## config.mk

```make
export PLATFORM = sky130hd
export DESIGN_NAME = button_long_press_event_latch_unit_flat
export DESIGN_NICKNAME = d
export VERILOG_FILES = /design/src/blpel_pkg.sv /design/src/blpel_req_if.sv /design/src/blpel_res_if.sv /design/src/blpel_in_stage.sv /design/src/blpel_core.sv /design/src/blpel_out_stage.sv /design/src/button_long_press_event_latch_unit.sv /design/src/flat_wrapper.sv
export SDC_FILE = /design/constraint.sdc
export NUM_CORES = 1
export LEC_CHECK = 0
export BUFFER_PORTS_ARGS = -buffer_cell sky130_fd_sc_hd__buf_2
export CAP_MARGIN = 20
export CORE_MARGIN = 2
export CORE_UTILIZATION = 35
export CTS_CLUSTER_DIAMETER = 120
export CTS_CLUSTER_SIZE = 16
export DETAILED_ROUTE_END_ITERATION = 7
export PLACE_DENSITY = 0.55
export REMOVE_ABC_BUFFERS = 1
export SYNTH_ARGS = -nofsm -noshare
export SYNTH_HDL_FRONTEND = slang
export SYNTH_SLANG_ARGS = --single-unit
```

## constraint.sdc

```tcl
create_clock -name clk -period 4.1 [get_ports clk]
set_clock_uncertainty 0.2 [all_clocks]
set_input_delay 0 -clock clk [delete_from_list [all_inputs] [get_ports clk]]
set_output_delay 0 -clock clk [all_outputs]
set_load 0.05 [all_outputs]
```

## src/blpel_pkg.sv

```systemverilog
// ----------------------------------------------------------------------------
// blpel_pkg
// Shared types, codes and helper functions of the button long-press event
// latch.
// ----------------------------------------------------------------------------
package blpel_pkg;

  localparam int unsigned TICKS_W = 16;

  // request codes
  localparam logic [1:0] REQ_TICK       = 2'd0;
  localparam logic [1:0] REQ_TAKE_BACK  = 2'd1;
  localparam logic [1:0] REQ_TAKE_UI    = 2'd2;
  localparam logic [1:0] REQ_DISCARD_UI = 2'd3;

  // button codes
  localparam logic [2:0] BTN_NONE = 3'd0;
  localparam logic [2:0] BTN_BACK = 3'd1;
  localparam logic [2:0] BTN_MENU = 3'd2;
  localparam logic [2:0] BTN_UP   = 3'd3;
  localparam logic [2:0] BTN_DOWN = 3'd4;

  // event codes
  localparam logic [3:0] EV_NONE  = 4'd0;
  localparam logic [3:0] EV_BACK  = 4'd1;
  localparam logic [3:0] EV_MENU  = 4'd2;
  localparam logic [3:0] EV_UP    = 4'd3;
  localparam logic [3:0] EV_DOWN  = 4'd4;
  localparam logic [3:0] EV_LBACK = 4'd5;
  localparam logic [3:0] EV_LMENU = 4'd6;
  localparam logic [3:0] EV_LUP   = 4'd7;
  localparam logic [3:0] EV_LDOWN = 4'd8;

  // configuration register indexes
  localparam logic CFG_LONG_PRESS_TICKS = 1'b0;
  localparam logic CFG_PRESSED_LEVEL    = 1'b1;

  localparam logic [TICKS_W-1:0] LONG_PRESS_TICKS_RST = TICKS_W'(50);
  localparam logic               PRESSED_LEVEL_RST    = 1'b1;
  localparam logic [TICKS_W-1:0] HOLD_MAX             = '1;

  typedef enum logic [1:0] {
    PH_WAIT_ALL = 2'd0,
    PH_IDLE     = 2'd1,
    PH_TIMING   = 2'd2,
    PH_WAIT_REL = 2'd3
  } phase_t;

  typedef struct packed {
    logic [1:0] req_type;
    logic [3:0] pin_levels;
    logic [2:0] irq_button;
  } req_t;

  typedef struct packed {
    logic [3:0] event_code;
    logic       latched_now;
    logic       is_long;
  } res_t;

  function automatic logic is_back(logic [3:0] ev);
    return (ev == EV_BACK) || (ev == EV_LBACK);
  endfunction

  // priority guard of a pending button against the latched event
  function automatic logic guard_ok(logic [2:0] btn, logic [3:0] ev);
    logic ok;
    ok = 1'b0;
    case (btn)
      BTN_BACK: ok = (ev != EV_LBACK);
      BTN_MENU: ok = !(ev inside {EV_BACK, EV_LBACK, EV_LMENU});
      BTN_UP:   ok = !(ev inside {EV_MENU, EV_BACK, EV_LBACK, EV_LMENU, EV_LUP});
      BTN_DOWN: ok = (ev == EV_NONE) || (ev == EV_DOWN);
      default:  ok = 1'b0;
    endcase
    return ok;
  endfunction

endpackage

```

## src/blpel_req_if.sv

```systemverilog
// ----------------------------------------------------------------------------
// blpel_req_if
// Request channel: ticks and consume requests with valid/ready handshake.
// ----------------------------------------------------------------------------
interface blpel_req_if;
  logic       valid;
  logic       ready;
  logic [1:0] req_type;
  logic [3:0] pin_levels;
  logic [2:0] irq_button;

  modport source (output valid, req_type, pin_levels, irq_button, input ready);
  modport sink   (input valid, req_type, pin_levels, irq_button, output ready);
endinterface

```

## src/blpel_res_if.sv

```systemverilog
// ----------------------------------------------------------------------------
// blpel_res_if
// Result channel: one result beat per request, valid/ready handshake.
// ----------------------------------------------------------------------------
interface blpel_res_if;
  logic       valid;
  logic       ready;
  logic [3:0] event_code;
  logic       latched_now;
  logic       is_long;

  modport source (output valid, event_code, latched_now, is_long, input ready);
  modport sink   (input valid, event_code, latched_now, is_long, output ready);
endinterface

```

## src/blpel_in_stage.sv

```systemverilog
// ----------------------------------------------------------------------------
// blpel_in_stage
// Input register: holds one request beat until the core takes it.
// ----------------------------------------------------------------------------
module blpel_in_stage
  import blpel_pkg::*;
(
  input  logic        clk,
  input  logic        rst,
  blpel_req_if.sink   req,
  input  logic        advance,
  output logic        item_valid,
  output req_t        item
);

  logic accept;

  assign req.ready = !item_valid || advance;
  assign accept    = req.valid && req.ready;

  always_ff @(posedge clk) begin
    if (rst) begin
      item_valid <= 1'b0;
    end else if (accept) begin
      item_valid <= 1'b1;
    end else if (advance) begin
      item_valid <= 1'b0;
    end
  end

  always_ff @(posedge clk) begin
    if (accept) begin
      item.req_type   <= req.req_type;
      item.pin_levels <= req.pin_levels;
      item.irq_button <= req.irq_button;
    end
  end

endmodule

```

## src/blpel_core.sv

```systemverilog
// ----------------------------------------------------------------------------
// blpel_core
// Configuration registers, qualifier state and the single-pass step logic.
// ----------------------------------------------------------------------------
module blpel_core
  import blpel_pkg::*;
(
  input  logic               clk,
  input  logic               rst,
  input  logic               cfg_we,
  input  logic               cfg_index,
  input  logic [TICKS_W-1:0] cfg_data,
  input  logic               fire,
  input  req_t               item,
  output res_t               result
);

  logic [TICKS_W-1:0] long_press_ticks;
  logic               pressed_level;

  phase_t             phase, phase_next;
  logic [3:0]         latched_event, latched_event_next;
  logic [2:0]         pending_button, pending_button_next;
  logic [1:0]         active_button, active_button_next;
  logic [TICKS_W-1:0] hold_count, hold_count_next;

  logic [2:0]         irq_eff;
  logic [2:0]         pending_eff;
  logic [3:0]         pressed;
  logic               any_pressed;
  logic               active_pressed;
  logic [TICKS_W-1:0] hold_inc;
  logic               reach_long;
  logic               start_ok;

  always_ff @(posedge clk) begin
    if (rst) begin
      long_press_ticks <= LONG_PRESS_TICKS_RST;
      pressed_level    <= PRESSED_LEVEL_RST;
    end else if (cfg_we) begin
      unique case (cfg_index)
        CFG_LONG_PRESS_TICKS: long_press_ticks <= cfg_data;
        CFG_PRESSED_LEVEL:    pressed_level    <= cfg_data[0];
        default:              ;
      endcase
    end
  end

  assign irq_eff        = (item.irq_button > BTN_DOWN) ? BTN_NONE : item.irq_button;
  assign pending_eff    = (irq_eff != BTN_NONE) ? irq_eff : pending_button;
  assign pressed        = ~(item.pin_levels ^ {4{pressed_level}});
  assign any_pressed    = |pressed;
  assign active_pressed = pressed[active_button];
  assign hold_inc       = (hold_count == HOLD_MAX) ? hold_count : hold_count + 1'b1;
  assign reach_long     = (hold_inc >= long_press_ticks);
  assign start_ok       = (pending_eff != BTN_NONE) && guard_ok(pending_eff, latched_event);

  // next phase
  always_comb begin
    phase_next = phase;
    if (item.req_type == REQ_TICK) begin
      unique case (phase)
        PH_WAIT_ALL: if (!any_pressed) phase_next = PH_IDLE;
        PH_IDLE:     if (start_ok) phase_next = PH_TIMING;
        PH_TIMING: begin
          if (!active_pressed) begin
            phase_next = PH_IDLE;
          end else if (reach_long) begin
            phase_next = PH_WAIT_REL;
          end
        end
        PH_WAIT_REL: if (!active_pressed) phase_next = PH_IDLE;
        default:     phase_next = PH_WAIT_ALL;
      endcase
    end
  end

  // datapath and result
  always_comb begin
    latched_event_next  = latched_event;
    pending_button_next = pending_button;
    active_button_next  = active_button;
    hold_count_next     = hold_count;
    result              = '0;
    unique case (item.req_type)
      REQ_TAKE_BACK: begin
        if (is_back(latched_event)) begin
          result.event_code  = latched_event;
          latched_event_next = EV_NONE;
        end
      end
      REQ_TAKE_UI: begin
        if (!is_back(latched_event)) begin
          result.event_code  = latched_event;
          latched_event_next = EV_NONE;
        end
      end
      REQ_DISCARD_UI: begin
        if (!is_back(latched_event)) latched_event_next = EV_NONE;
      end
      default: begin
        unique case (phase)
          PH_WAIT_ALL: if (!any_pressed) pending_button_next = BTN_NONE;
          PH_IDLE: begin
            pending_button_next = BTN_NONE;
            if (start_ok) begin
              active_button_next = 2'(pending_eff - 3'd1);
              hold_count_next    = '0;
            end
          end
          PH_TIMING: begin
            pending_button_next = pending_eff;
            if (active_pressed) begin
              hold_count_next = hold_inc;
              if (reach_long) begin
                latched_event_next = EV_LBACK + {2'b00, active_button};
                result.event_code  = EV_LBACK + {2'b00, active_button};
                result.latched_now = 1'b1;
                result.is_long     = 1'b1;
              end
            end else begin
              latched_event_next = EV_BACK + {2'b00, active_button};
              result.event_code  = EV_BACK + {2'b00, active_button};
              result.latched_now = 1'b1;
            end
          end
          default: pending_button_next = pending_eff;
        endcase
      end
    endcase
  end

  always_ff @(posedge clk) begin
    if (rst) begin
      phase          <= PH_WAIT_ALL;
      latched_event  <= EV_NONE;
      pending_button <= BTN_NONE;
      active_button  <= '0;
      hold_count     <= '0;
    end else if (fire) begin
      phase          <= phase_next;
      latched_event  <= latched_event_next;
      pending_button <= pending_button_next;
      active_button  <= active_button_next;
      hold_count     <= hold_count_next;
    end
  end

endmodule

```

## src/blpel_out_stage.sv

```systemverilog
// ----------------------------------------------------------------------------
// blpel_out_stage
// Result register: holds one result beat until the receiver takes it.
// ----------------------------------------------------------------------------
module blpel_out_stage
  import blpel_pkg::*;
(
  input  logic          clk,
  input  logic          rst,
  input  logic          load,
  input  res_t          res_d,
  output logic          space,
  blpel_res_if.source   res
);

  logic valid;
  res_t data;

  assign space = !valid || res.ready;

  always_ff @(posedge clk) begin
    if (rst) begin
      valid <= 1'b0;
    end else if (load) begin
      valid <= 1'b1;
    end else if (res.ready) begin
      valid <= 1'b0;
    end
  end

  always_ff @(posedge clk) begin
    if (load) begin
      data <= res_d;
    end
  end

  assign res.valid       = valid;
  assign res.event_code  = data.event_code;
  assign res.latched_now = data.latched_now;
  assign res.is_long     = data.is_long;

endmodule

```

## src/button_long_press_event_latch_unit.sv

```systemverilog
// ----------------------------------------------------------------------------
// button_long_press_event_latch_unit
// Four-button keypad qualifier with long-press detection and event latch.
//
// req channel: one beat per tick (pin levels and interrupting button) or per
// consume request (take_back, take_ui, discard_ui). res channel: exactly one
// beat per request beat, in order, with the event code and latch flags.
// cfg port: cfg_we/cfg_index/cfg_data write long_press_ticks (index 0) and
// pressed_level (index 1); write only while no beat is in flight.
// Path from req beat to res valid: input register, then the step logic that
// updates the qualifier state and loads the result register together.
// Throughput is one beat per cycle while the receiver keeps taking results.
// A stalled receiver holds the result register; the input register keeps
// one more beat, after which req.ready drops until the result is taken.
// Reset: thresholds return to 50 ticks and active-high pins, the latch is
// empty and the block waits for all buttons released before timing.
// ----------------------------------------------------------------------------
module button_long_press_event_latch_unit
  import blpel_pkg::*;
(
  input  logic               clk,
  input  logic               rst,
  input  logic               cfg_we,
  input  logic               cfg_index,
  input  logic [TICKS_W-1:0] cfg_data,
  blpel_req_if.sink          req,
  blpel_res_if.source        res
);

  logic item_valid;
  req_t item;
  res_t step_res;
  logic space;
  logic advance;

  assign advance = item_valid && space;

  blpel_in_stage u_in_stage (
    .clk        (clk),
    .rst        (rst),
    .req        (req),
    .advance    (advance),
    .item_valid (item_valid),
    .item       (item)
  );

  blpel_core u_core (
    .clk       (clk),
    .rst       (rst),
    .cfg_we    (cfg_we),
    .cfg_index (cfg_index),
    .cfg_data  (cfg_data),
    .fire      (advance),
    .item      (item),
    .result    (step_res)
  );

  blpel_out_stage u_out_stage (
    .clk   (clk),
    .rst   (rst),
    .load  (advance),
    .res_d (step_res),
    .space (space),
    .res   (res)
  );

endmodule

```

## src/flat_wrapper.sv

```systemverilog
// flat-port wrapper written by rule: the top's interface ports become plain ports
module button_long_press_event_latch_unit_flat import blpel_pkg::*;
  (clk, rst, cfg_we, cfg_index, cfg_data, req_valid, req_req_type, req_pin_levels, req_irq_button, req_ready, res_valid, res_event_code, res_latched_now, res_is_long, res_ready);
  blpel_req_if req_i ();
  blpel_res_if res_i ();
  input  logic clk;
  input  logic rst;
  input  logic cfg_we;
  input  logic cfg_index;
  input  logic [TICKS_W-1:0] cfg_data;
  input wire logic [$bits(req_i.valid)-1:0] req_valid;
  input wire logic [$bits(req_i.req_type)-1:0] req_req_type;
  input wire logic [$bits(req_i.pin_levels)-1:0] req_pin_levels;
  input wire logic [$bits(req_i.irq_button)-1:0] req_irq_button;
  output wire logic [$bits(req_i.ready)-1:0] req_ready;
  output wire logic [$bits(res_i.valid)-1:0] res_valid;
  output wire logic [$bits(res_i.event_code)-1:0] res_event_code;
  output wire logic [$bits(res_i.latched_now)-1:0] res_latched_now;
  output wire logic [$bits(res_i.is_long)-1:0] res_is_long;
  input wire logic [$bits(res_i.ready)-1:0] res_ready;
  assign req_i.valid = req_valid;
  assign req_i.req_type = req_req_type;
  assign req_i.pin_levels = req_pin_levels;
  assign req_i.irq_button = req_irq_button;
  assign req_ready = req_i.ready;
  assign res_valid = res_i.valid;
  assign res_event_code = res_i.event_code;
  assign res_latched_now = res_i.latched_now;
  assign res_is_long = res_i.is_long;
  assign res_i.ready = res_ready;
  button_long_press_event_latch_unit u_core (.clk(clk), .rst(rst), .cfg_we(cfg_we), .cfg_index(cfg_index), .cfg_data(cfg_data), .req(req_i), .res(res_i));
endmodule
```

# [Word level (Yosys, flattened, before mapping)]
# Cells that the tools add are included.
# Widths: inputs -> output; s select.
[totals] register_bits=61 latchBits=0 ramBits=0 mem_bits_ro=0 inputBits=31 output_inout_bits=8 word_cells=118 n_memories=0
[op_classes] n_addsub=4 n_mul=0 n_div=0 order_cmp=3 eq_ne=24 shifts=0 muxes=32 bitwise_logic=6 reduce_logical=34
[ops] operator="$mux 16" n=3
[ops] operator="$pmux 16 s2" n=1
[ops] operator="$mux 4" n=5
[ops] operator="$add 16x1->16 const B" n=1
[ops] operator="$eq 16x16->1 const B" n=1
[ops] operator="$eq 4x3->1 const B" n=4
[ops] operator="$ge 16x16->1" n=1
[ops] operator="$mux 6" n=2
[ops] operator="$pmux 4 s3" n=1
[ops] operator="$reduce_bool 3->1" n=4
[ops] operator="$mux 2" n=5
[ops] operator="$mux 3" n=3
[ops] operator="$eq 2x2->1 const B" n=4
[ops] operator="$ne 2x2->1 const B" n=4
[ops] operator="$pmux 2 s4" n=1
[ops] operator="$pmux 4 s2" n=1
[ops] operator="$reduce_or 4->1" n=2
[ops] operator="$eq 3x2->1 const B" n=2
[ops] operator="$mux 1" n=6
[ops] operator="$pmux 3 s2" n=1
[ops] operator="$reduce_and 3->1" n=2
[ops] operator="$reduce_and 6->1" n=1
[ops] operator="$reduce_bool 2->1" n=3
[ops] operator="$mux 5" n=1
[ops] operator="other kinds (30)" n=44

# [Depth between registers and ports, before layout]
# Gate-level depths: netlist of the first run.
[depth] word_depth=9 depth_mapped=15 ltp_nobuf=15

# [Hierarchy]
# From an unflattened synthesis of the first run, not the netlist that was laid out.
[unflattened] hier_cells=422 area_unflattened_um2=3724.8
[by_module_without_submodules] mod="blpel_core" instances=1 cells_per_inst=397 area_per_inst_um2=3166.8 seq_area_each_um2=880.8
[by_module_without_submodules] mod="blpel_in_stage" instances=1 cells_per_inst=14 area_per_inst_um2=325.3 seq_area_each_um2=290.3
[by_module_without_submodules] mod="blpel_out_stage" instances=1 cells_per_inst=10 area_per_inst_um2=226.5 seq_area_each_um2=200.2
[by_module_without_submodules] mod="button_long_press_event_latch_unit" instances=1 cells_per_inst=1 area_per_inst_um2=6.3 seq_area_each_um2=0.0

# [Worst setup path after synthesis of the first run]
# Ideal clock, no wire load.
[synth_timing] path_type="reg2reg" start="register u_core.u_core.hold_count[3]" end="register u_core.u_core.latched_event[2]" setup_ns=0.092 arrival_ns=3.331 required_ns=3.808 setup_slack_ns=0.476 stages_incl_launch_ff=16 n_path_buf=0 synth_period_minus_slack_ns=3.624 path_cell_list="dfxtp_1 -> nand4_1 -> nor3_2 -> and4_1 -> and2b_1 -> and3_1 -> nand3_1 -> o21a_1 -> ha_1 -> nand4_1 -> nor3_1 -> a2111oi_0 -> o211ai_1 -> nand4bb_1 -> and3_1 -> o32ai_1"
[synth_via] elab_chain_cells=5 word_cells_on_any_way=6 classes_between="add/sub: 1; order compare: 1; eq/ne: 2; mux: 1; reduce/logical: 1"
[synth_lines] element="start, declared" line="blpel_core.sv:25" source="logic [TICKS_W-1:0] hold_count, hold_count_next;"
[synth_lines] element="start signal, assigned" line="blpel_core.sv:145" source="hold_count <= hold_count_next;"
[synth_lines] element="$add 16x1->16 or $eq 16x16->1 (tied branches)" line="blpel_core.sv:54" source="assign hold_inc = (hold_count == HOLD_MAX) ? hold_count : hold_count + 1'b1;"
[synth_lines] element="$mux 16 (*)" line="blpel_core.sv:54"
[synth_lines] element="$ge 16x16->1 (*)" line="blpel_core.sv:55" source="assign reach_long = (hold_inc >= long_press_ticks);"
[synth_lines] element="$ne 4x2->1 (no line) (*)"
[synth_lines] element="$reduce_and 3->1 (no line) (*)"
[synth_lines] element="end signal, assigned" line="blpel_core.sv:142" source="latched_event <= latched_event_next;"
[synth_lines] element="end, declared" line="blpel_core.sv:22" source="logic [3:0] latched_event, latched_event_next;"
# Every way passes the cells marked *; elsewhere a longest branch is shown, timed or not.
# A chain may end at the register's enable or synchronous reset.

# [Worst setup path in the final report of the first run]
[layout_timing] start="register u_core.u_core.hold_count[4]" end="register u_core.u_core.latched_event[2]"
# Same word-level chain as after synthesis.

==> results.ini, run 1 <==
[sta]
max_slew_margin_pct=46.25
fmax_mhz=262.2
hold_viol=0
worst_slew_pin_slew_ps=806.3
setup_viol=0
fin_crit_ps=3814
period_share_pct=93.02
maxSlewViolCount=0

[floorplan]
initial_utilization_pct=35.83
die_x_um=106.6
core_sq_um=10280
pin_count=39
dieArea_sq_um=11360
num_rows=37
dieHeight_um=106.6

[grt]
grt_pass1_vias=3174
grt_max_degree=33
gr-total-overflow=0
grt_pass1_wl_mm=14.95
antenna_found_initial=0
grt_usage_pct=16.51

[finish]
num-nets-final=577
area_growth_pct=27.01
stdcell_count=655
n_antenna_cell=0
num-fill-cells=1038
drive_gt1_share_pct=16.76

[setup_path]
critical_path.startpoint_type=register
cpMostUsedCell=nand4_1
r2r_slack_ps=290
path_class=register to register
crit_arrival_ps=3870
crit_start=u_core.u_core.hold_count[4]
crit_chain=nand4_1 > nor3_2 > and4_1 > and2b_2 > and3_1 > nand3_1 > o21a_1 > ha_1 > nand4_1 > nor3_1 > a2111oi_2 > o211ai_1 > buf_4 > nand4bb_4 > and3_4 > o32ai_1
end_kind=register
critical_path_required_ps=4150
crit_slowest_cell=dfxtp_2
reg2reg_from=u_core.u_core.hold_count[4]
slowest_delay_ps=370
r2r_cells=16
rr_endpoint=u_core.u_core.latched_event[2]
cp_max_fo=6

[clock_network]
clockBufferDepth=2
cts-root-buf=clkbuf_8
clkLatencyLatePin_ps=340
clkSinkCount=61
cts_max_level=3
path_clk_slew_ps=70
cts_tree=done
cts_buffers=9

[power]
power.total_w=0.001244
p_leak_nw=1.843
ir_drop_mv=0.1672
pwr_density_cell_nw_per_um2=265.9

[hold_path]
hold_path_depth=4
hold_class=input pin to register
worstHoldStart=cfg_we
holdPathEnd=u_core.u_core.long_press_ticks[10]

[placement]
place_congestion=0.8041
io_buffers=38
dp.cells=598
dp.final_hpwl_mm=6.104

[logic_synthesis]
ys_types=60
yosysSeqAreaShare_pct=37.24
synth-edff-count=15
ys_ff_latch=61
synth_area_sq_um=3682
ys.flop_type=dfxtp_1
synth_cells=428
yosys_warnings=0
synth_async_sr_flop_share_pct=0
avgSynthCellArea_sq_um=8.603

[route]
detail-route-antenna-nets=0
dr.pass1.iters=4
drc=0
dr.first_iter.drc_count=142
wire_per_inst_um=13.24
vias=3294
finalWirelength_mm=8.675
vias_per_cell=5.029

[job]
maxCapViolCount=0

[run_status]
status=finished clean

-- cells in the mapped netlist (3+ instances only) --
master    number  share of area [%]
nand2_1       60                6.1
dfxtp_1       46                 25
nor2_1        34                3.5
a21oi_1       33                4.5
ha_1          32                 11
inv_1         31                3.2
edfxtp_1      15                 12
nand3_1       15                2.0
o21ai_0       13                1.8
clkbuf_1      12                1.2
nand2b_1      12                2.0
xnor2_1        9                2.1
nand4_1        7                1.2
nor3_1         7               0.95
o32ai_1        7                1.7
nor2b_1        6                1.0
o21a_1         6                1.2
or3_1          6                1.0
a211oi_1       5                1.0
and3_1         4               0.68
mux2_2         4                1.2
o22ai_1        4               0.68
a211o_1        3               0.71
a21o_1         3               0.61
a22oi_1        3               0.61
a31oi_1        3               0.51
and4_1         3               0.71
mux2i_1        3               0.82
o21ai_1        3               0.41
or4_1          3               0.61
-- what timing repair did --
| item | in CTS | in global routing |
|---|---|---|
| endpoints found under the setup margin | 0 | 9 |
| gates resized for setup | 0 | 11 |
| endpoints found under the hold margin | 35 | 0 |
| hold buffers | 40 | 0 |
| setup buffers | 0 | 1 |
-- worst max-delay path: cells and delay by family, from the launching register on --
kind / cells / cell delay, ps
buffers and inverters: 1 / 200
and+or+nand+nor: 10 / 1790
AOI/OAI and AO/OA: 4 / 870
adders and majority gates: 1 / 300
DFF: 1 / 370
-- cell families (layout without fill, tap and decap cells) --
logic type	Yosys count	in the layout	synth area share (%)
multiplexers	8	8	2.650
XOR/XNOR	11	11	3.126
buffers and inverters	47	138	4.995
AND/OR/NAND/NOR	172	172	23.45
adder cells (fa/ha/maj)	33	33	11.18
flip-flops	61	61	37.24
AO/OA/AOI/OAI	96	96	17.36
-- power by group --
group / internal, W / leakage (nW) / total [W] / switching (W)
clock: 0.000216 / 0.0788 / 0.000449 / 0.000232
sequential: 0.000633 / 0.521 / 0.000644 / 0.0000103
combinational: 0.0000727 / 1.24 / 0.000152 / 0.0000789
total: 0.000922 / 1.84 / 0.00124 / 0.000322
-- metal layers --
layer	up-vias	track usage, %	share of wire [%]
met5	-	0	0
met4	0	5.009	1.2
met3	10	4.195	3.5
met2	40	26.11	46
met1	1546	22.21	49
li1	1698	-	-
-- state kept, by name, indices dropped and copies added, names as in the netlist --
signal and flops:
u_core.u_core.latched_event 4, u_core.u_out_stage.res.is_long 1, u_core.u_in_stage.item_valid 1, u_core.u_core.hold_count 16
u_core.u_out_stage.res.latched_now 1, u_core.u_core.pressed_level 1, u_core.u_out_stage.res.event_code 4, u_core.u_core.long_press_ticks 16
u_core.u_in_stage.item 9, u_core.u_core.active_button 2, u_core.u_out_stage.res.valid 1, u_core.u_core.pending_button 3
u_core.u_core.phase 2
-- placed cells by master (no fill, tap or decap), types with 6 or more instances in the layout --
master         synthesis  layout
nand2_1               60      60
dfxtp_1               46      43
dlygate4sd3_1          0      40
buf_2                  0      38
nor2_1                34      34
a21oi_1               33      33
ha_1                  32      32
inv_1                 31      31
nand3_1               15      15
edfxtp_1              15      15
o21ai_0               13      13
buf_4                  2      13
nand2b_1              12      12
xnor2_1                9       9
clkbuf_8               0       9
nand4_1                7       7
nor3_1                 7       7
nor2b_1                6       6
or3_1                  6       6
o21a_1                 6       6
o32ai_1                7       6
-- worst max-delay path by stage --
stage                     cells after the start  slack (ps)                             end
after floorplan                              15         480  u_core.u_core.latched_event[2]
after CTS                                    16          80  u_core.u_core.latched_event[1]
after detailed placement                     16         110  u_core.u_core.latched_event[1]
final                                        16         290  u_core.u_core.latched_event[2]
after global routing                         15          -1  u_core.u_core.latched_event[3]
after global placement                       16         240  u_core.u_core.latched_event[2]
-- per-stage QoR --
stage | cell area [sq um] | utilization (%) | TNS (ps) | setup slack (ps) | hold WS (ps)
finish | 4677 | 45.51 | 0 | 286.3 | 111.7
global route | 4677 | 45.51 | -1.690 | -1.200 | 140.9
CTS | 4618 | 44.94 | 0 | 75.07 | 95.34
detailed placement | 4065 | 39.55 | 0 | 105.0 | -21.31
global placement | 4058 | 39.48 | 0 | 240.7 | -23.56
floorplan | 3615 | - | 0 | 476.7 | -133.8
-- cell type report --
class	instances	area [sq um]	area share, %
Clock buffer	13	138.9	2.969
Clock inverter	3	13.76	0.2943
Inverter	31	116.4	2.488
Multi-Input combinational cell	320	2175	46.50
Sequential cell	61	1375	29.40
Tap cell	136	170.2	3.638
Timing Repair Buffer	91	688.2	14.71
No activity file was read; power rests on OpenSTA's default activity.
==> run 2: changes to the inputs <==
--- a/config.mk
+++ b/config.mk
@@ -12,7 +12,7 @@
 export CTS_CLUSTER_DIAMETER = 120
 export CTS_CLUSTER_SIZE = 16
 export DETAILED_ROUTE_END_ITERATION = 7
-export PLACE_DENSITY = 0.55
+export PLACE_DENSITY = 0.57
 export REMOVE_ABC_BUFFERS = 1
 export SYNTH_ARGS = -nofsm -noshare
 export SYNTH_HDL_FRONTEND = slang
==> constraint.sdc (replaced) <==
create_clock -name clk -period 3.4 [get_ports clk]
set_clock_uncertainty 0.2 [all_clocks]
set_input_delay 0 -clock clk [delete_from_list [all_inputs] [get_ports clk]]
set_output_delay 0 -clock clk [all_outputs]
set_load 0.05 [all_outputs]
==> results.ini, run 2 (synthesized netlist as in run 1, its figures left out) <==
[run_status]
status=finished with violations
failed_checks=setup timing

[sta]
worst_slack_ps=-104.7  ; -391.0 ps
max_slew_margin_pct=64.37  ; +18 points
tns_ps=-391.1  ; -391.1 ps
worst_slew_pin_slew_ps=530.3  ; -276.0 ps
period_share_pct=103.1  ; +10 points
rsz0062_at_grt=true
fin_crit_ps=3505  ; -309.0 ps
fmax_mhz=285.3  ; +8.8%
maxSlewViolCount=0  ; unchanged
hold_viol=0  ; unchanged
setup_viol=8  ; +8

[finish]
layout_commonest_cell=nand2_1
largestRegisters=u_core.u_core.hold_count (16), u_core.u_core.long_press_ticks (16), u_core.u_in_stage.item (9)
area_growth_pct=44.48
n_antenna_cell=0  ; unchanged
drive_gt1_share_pct=26.31  ; +9.5 points
final_cell_mix=nand2_1 (58), dlygate4sd3_1 (56), buf_4 (49), dfxtp_1 (43), buf_2 (38)
num-nets-final=632  ; +9.5%
fin_util_pct=51.77  ; +6.3 points

[power]
comb_power_share_pct=13.2  ; +1.0 points
ir_drop_mv=0.2489  ; +49%
clkPwrFrac_pct=37.1  ; +1.0 points
pwr_density_cell_nw_per_um2=293.8  ; +10%
p_leak_nw=2.156  ; +17%
p_switching_w=0.0004359  ; +36%
p_seq_share_pct=49.7  ; -2.0 points
switching_share_pct=27.89  ; +2.0 points
p_int_w=0.001127  ; +22%

[clock_network]
clkSinkCount=61  ; unchanged
cts_tree=done
clkLatencyLatePin_ps=360  ; +20 ps
cts_max_level=3  ; unchanged
path_clk_slew_ps=70  ; about the same
cts-root-buf=clkbuf_8
clockBufferDepth=2  ; unchanged
cts_buffers=9  ; unchanged

[floorplan]
pin_count=39  ; unchanged
dieHeight_um=106.6  ; unchanged
num_rows=37  ; unchanged
dieArea_sq_um=11360  ; unchanged
initial_utilization_pct=35.83  ; unchanged
core_sq_um=10280  ; unchanged
die_x_um=106.6  ; unchanged

[route]
finalWirelength_mm=10.00  ; +15%
dr.pass1.iters=4  ; unchanged
detail-route-antenna-nets=0  ; unchanged
vias=3608  ; +9.5%
wire_per_inst_um=14.09  ; +6.4%
dr.first_iter.drc_count=182  ; +28%
vias_per_cell=5.082  ; +1.0%
drc=0  ; unchanged

[placement]
place_congestion=0.8470  ; +5.3%
dp.final_hpwl_mm=6.776  ; +11%
io_buffers=38  ; unchanged

[grt]
antenna_found_initial=0  ; unchanged
grt_pass1_vias=3651  ; +15%
grt_max_degree=34  ; +3.0%
grt_usage_pct=18.49  ; +2.0 points
grt_pass1_wl_mm=16.64  ; +11%
gr-total-overflow=0  ; unchanged

[setup_path]
critical_path.startpoint_type=register
cp_max_fo=4  ; -2
crit_arrival_ps=3540  ; -330 ps
r2r_cells=16  ; unchanged
path_class=register to register
critical_path_required_ps=3430  ; -720 ps
end_kind=register

[job]
maxCapViolCount=0  ; unchanged

[hold_path]
hold_path_depth=4  ; unchanged
hold_class=input pin to register

-- run 2: changes by cell type in the layout (fill, tap and decap cells not counted), sizes merged --
cell	delta
inv	+1
clkinvlp	+2
buf	+39
clkbuf	-3
dlygate4sd3	+16
-- run 2: metal layers --
| layer | global-route usage, % | up-vias | wire length [um] |
|---|---|---|---|
| li1 | - | 1805 | - |
| met3 | 4.559 | 18 | 357 |
| met4 | 8.349 | 0 | 237 |
| met1 | 21.80 | 1730 | 4551 |
| met5 | 0 | - | 0 |
| met2 | 31.71 | 55 | 4857 |
-- run 2: path summary, 6_finish.rpt --
check	from	slack, ps	endpoint
worst max-delay path	u_core.u_core.hold_count[6]	-100	u_core.u_core.phase[1]
worst min-delay path	cfg_we	90	u_core.u_core.long_press_ticks[1]
worst max register to register	u_core.u_core.hold_count[6]	-100	u_core.u_core.phase[1]
worst min register to register	u_core.u_core.long_press_ticks[0]	260	u_core.u_core.long_press_ticks[0]
-- run 2: worst max-delay path: stages, from the launching register on --
cell,delay (ps)
dfxtp_2,330
nand4_1,160
nor3_2,200
and4_1,240
and2b_1,150
and3_4,190
buf_6,90
o21a_1,150
ha_4,210
buf_4,140
a2111oi_4,380
o211ai_1,140
buf_4,180
buf_4,140
o221ai_4,220
mux2i_1,220
nor2_1,60
-- run 2: cell type report --
| class | instances | area [sq um] |
|---|---|---|
| clock inverter | 6 | 38.79 |
| sequential | 61 | 1375 |
| fill | 959 | 4957 |
| tap | 136 | 170.2 |
| multi-input combinational | 320 | 2340 |
| clock buffer | 10 | 127.6 |
| timing repair buffer | 146 | 1152 |
| inverter | 31 | 116.4 |
-- run 2: power groups by stage --
stage / Clock, W / Sequential [W] / Combinational, W
2_1_floorplan: 0 / 0.000801 / 0.0000779
3_3_place_gp: 0 / 0.000792 / 0.000141
3_5_place_dp: 0 / 0.000793 / 0.000145
4_1_cts: 0.000594 / 0.000776 / 0.000200
5_1_grt: 0.000626 / 0.000779 / 0.000228
6_report: 0.000580 / 0.000776 / 0.000206
-- run 2: timing repair --
action / CTS / global route
gates resized for setup: 26 / 15
setup buffers: 3 / 2
hold buffers: 56 / 0
pin swaps: 15 / 7
cloned: 0 / 0
hold endpoints to repair: 31 / 0
setup endpoints to repair: 12 / 19
-- run 2: metrics by stage --
stage	cells	total power (W)	worst slack, ps	area, sq um	hold WS, ps
after CTS	708	0.001570	-54.70	5215	95.82
after floorplan	412	0.0008791	-223.3	3615	-133.8
after global routing	710	0.001632	-303.1	5320	135.8
after detailed placement	634	0.0009383	-567.3	4335	-21.91
final	710	0.001563	-104.7	5320	92.23
after global placement	634	0.0009327	-422.2	4335	-22.53
==> run 3: changes to the inputs <==
--- a/config.mk
+++ b/config.mk
@@ -17,3 +17,4 @@
 export SYNTH_ARGS = -nofsm -noshare
 export SYNTH_HDL_FRONTEND = slang
 export SYNTH_SLANG_ARGS = --single-unit
+export TNS_END_PERCENT = 1
==> results.ini, run 3 (synthesized netlist as in run 1, its figures left out) <==
[clock_network]
cts-root-buf=clkbuf_8
cts_max_level=3  ; unchanged
clkSinkCount=61  ; unchanged
clkLatencyLatePin_ps=360  ; about the same
path_clk_slew_ps=70  ; about the same
clockBufferDepth=2  ; unchanged
cts_tree=done
cts_buffers=9  ; unchanged

[placement]
dp.final_hpwl_mm=6.776  ; unchanged
dp.cells=634  ; unchanged
io_buffers=38  ; unchanged
place_congestion=0.8470  ; unchanged
dpl_worst_slack_ps=-567.3  ; unchanged
placed_cell_area_sq_um=4335  ; unchanged

[route]
wire_per_inst_um=13.92  ; -1.2%
vias=3584  ; -0.67%
vias_per_cell=5.062  ; -0.38%
dr.pass1.iters=4  ; unchanged
finalWirelength_mm=9.857  ; -1.5%
drc=0  ; unchanged
dr.first_iter.drc_count=167  ; -8.2%
detail-route-antenna-nets=0  ; unchanged

[finish]
largestRegisters=u_core.u_core.hold_count (16), u_core.u_core.long_press_ticks (16), u_core.u_in_stage.item (9)
seq_area_sq_um=1375  ; unchanged
area_growth_pct=43.32
layout_commonest_cell=nand2_1
num-fill-cells=961  ; +0.21%
num-nets-final=630  ; -0.32%
stdcell_count=708  ; -0.28%
multi_input_area_sq_um=2312  ; -1.2%
n_antenna_cell=0  ; unchanged
drive_gt1_share_pct=25.35  ; -0.96 points
final_cell_mix=nand2_1 (58), dlygate4sd3_1 (56), buf_4 (47), dfxtp_1 (43), buf_2 (38)
final_area_sq_um=5278  ; -0.80%

[floorplan]
dieHeight_um=106.6  ; unchanged
die_x_um=106.6  ; unchanged
pin_count=39  ; unchanged
dieArea_sq_um=11360  ; unchanged
initial_utilization_pct=35.83  ; unchanged
core_sq_um=10280  ; unchanged
num_rows=37  ; unchanged

[sta]
period_share_pct=102.7  ; -0.41 points
worst_slack_ps=-90.85  ; +13.83 ps
fin_crit_ps=3491  ; -13.83 ps
fmax_mhz=286.5  ; +0.40%
maxSlewViolCount=0  ; unchanged
worst_slew_pin_slew_ps=538.7  ; +8.420 ps
hold_viol=0  ; unchanged
max_slew_margin_pct=64.09  ; -0.29 points
tns_ps=-256.7  ; +134.4 ps
whs_ps=92.62  ; +0.3951 ps
setup_viol=7  ; -1
rsz0062_at_grt=true

[setup_path]
end_kind=register
critPathCapture=u_core.u_out_stage.res.event_code[2]
reg2reg_from=u_core.u_core.hold_count[5]
rr_endpoint=u_core.u_out_stage.res.event_code[2]
crit_start=u_core.u_core.hold_count[5]
r2r_slack_ps=-90  ; about the same
critical_path.startpoint_type=register
r2r_cells=17  ; +1
path_class=register to register
critical_path_required_ps=3380  ; -50 ps
cp_max_fo=4  ; unchanged
crit_arrival_ps=3470  ; -70 ps

[power]
p_leak_nw=2.140  ; -0.72%
pwr_density_cell_nw_per_um2=295.9  ; +0.73%
ir_drop_mv=0.2480  ; -0.35%

[run_status]
failed_checks=setup timing
status=finished with violations

[grt]
gr-total-overflow=0  ; unchanged
grt_pass1_vias=3651  ; unchanged
antenna_found_initial=0  ; unchanged
grt_pass1_wl_mm=16.64  ; unchanged
grt_max_degree=34  ; unchanged
grt_usage_pct=18.49  ; unchanged

[job]
maxCapViolCount=0  ; unchanged

[hold_path]
hold_class=input pin to register

==> run 3: how the worst min path moves through the flow <==
| stage | from | end | cells after the start | slack (ps) |
|---|---|---|---|---|
| floorplan | rst | u_core.u_core.hold_count[13] | 1 | -130 |
| global placement | req_irq_button[2] | u_core.u_in_stage.item[2] | 1 | -20 |
| detailed placement | req_pin_levels[2] | u_core.u_in_stage.item[5] | 1 | -20 |
| CTS | cfg_we | u_core.u_core.long_press_ticks[5] | 4 | 100 |
| global route | req_irq_button[0] | u_core.u_in_stage.item[0] | 2 | 140 |
| finish | cfg_we | u_core.u_core.long_press_ticks[1] | 4 | 90 |
==> run 3: metal layers <==
metal / GRT usage [%] / vias to the layer above / share of wire [%]
met2: 31.71 / 50 / 49
met5: 0 / - / 0
met3: 4.559 / 16 / 3.5
met4: 8.349 / 0 / 2.1
li1: - / 1800 / -
met1: 21.80 / 1718 / 46
==> run 3: report_power, final <==
group	total [W]	internal, W	switching (W)	leakage (nW)
logic	0.000205	0.000101	0.000104	1.54
clock network	0.000580	0.000262	0.000318	0.0802
registers	0.000776	0.000763	0.0000130	0.521
total	0.00156	0.00113	0.000435	2.14
==> run 3: final cells by class <==
class                      count  share of cell area [%]
multi-input combinational    320                   43.81
inverter                      31                   2.205
clock inverter                 6                  0.7349
clock buffer                  10                   2.418
tap                          136                   3.224
timing repair buffer         144                   21.55
sequential                    61                   26.06
==> run 3: critical path: stages (launching register included) <==
cell	delay [ps]
dfxtp_1	340
nand4_1	150
nor3_2	200
and4_1	240
and2b_1	150
and3_4	190
nand3_2	50
o21a_1	130
ha_4	270
nand4_1	140
buf_4	190
or3_1	300
o211ai_1	90
buf_4	170
buf_6	100
nand2_2	40
mux2_4	280
o32ai_2	90
==> run 3: stage by stage <==
stage	util, %	power (W)
2_1_floorplan	-	0.0008791
4_1_cts	50.74	0.001570
3_3_place_gp	42.18	0.0009327
3_5_place_dp	42.18	0.0009383
5_1_grt	51.35	0.001631
6_report	51.35	0.001562
==> run 3: what timing repair did <==
item / 4_1_cts / 5_1_grt
setup endpoints to repair: 12 / 19
hold endpoints to repair: 31 / 0
resized for setup: 26 / 10
pin swaps: 15 / 5
hold buffers: 56 / 0
setup buffers: 3 / 0
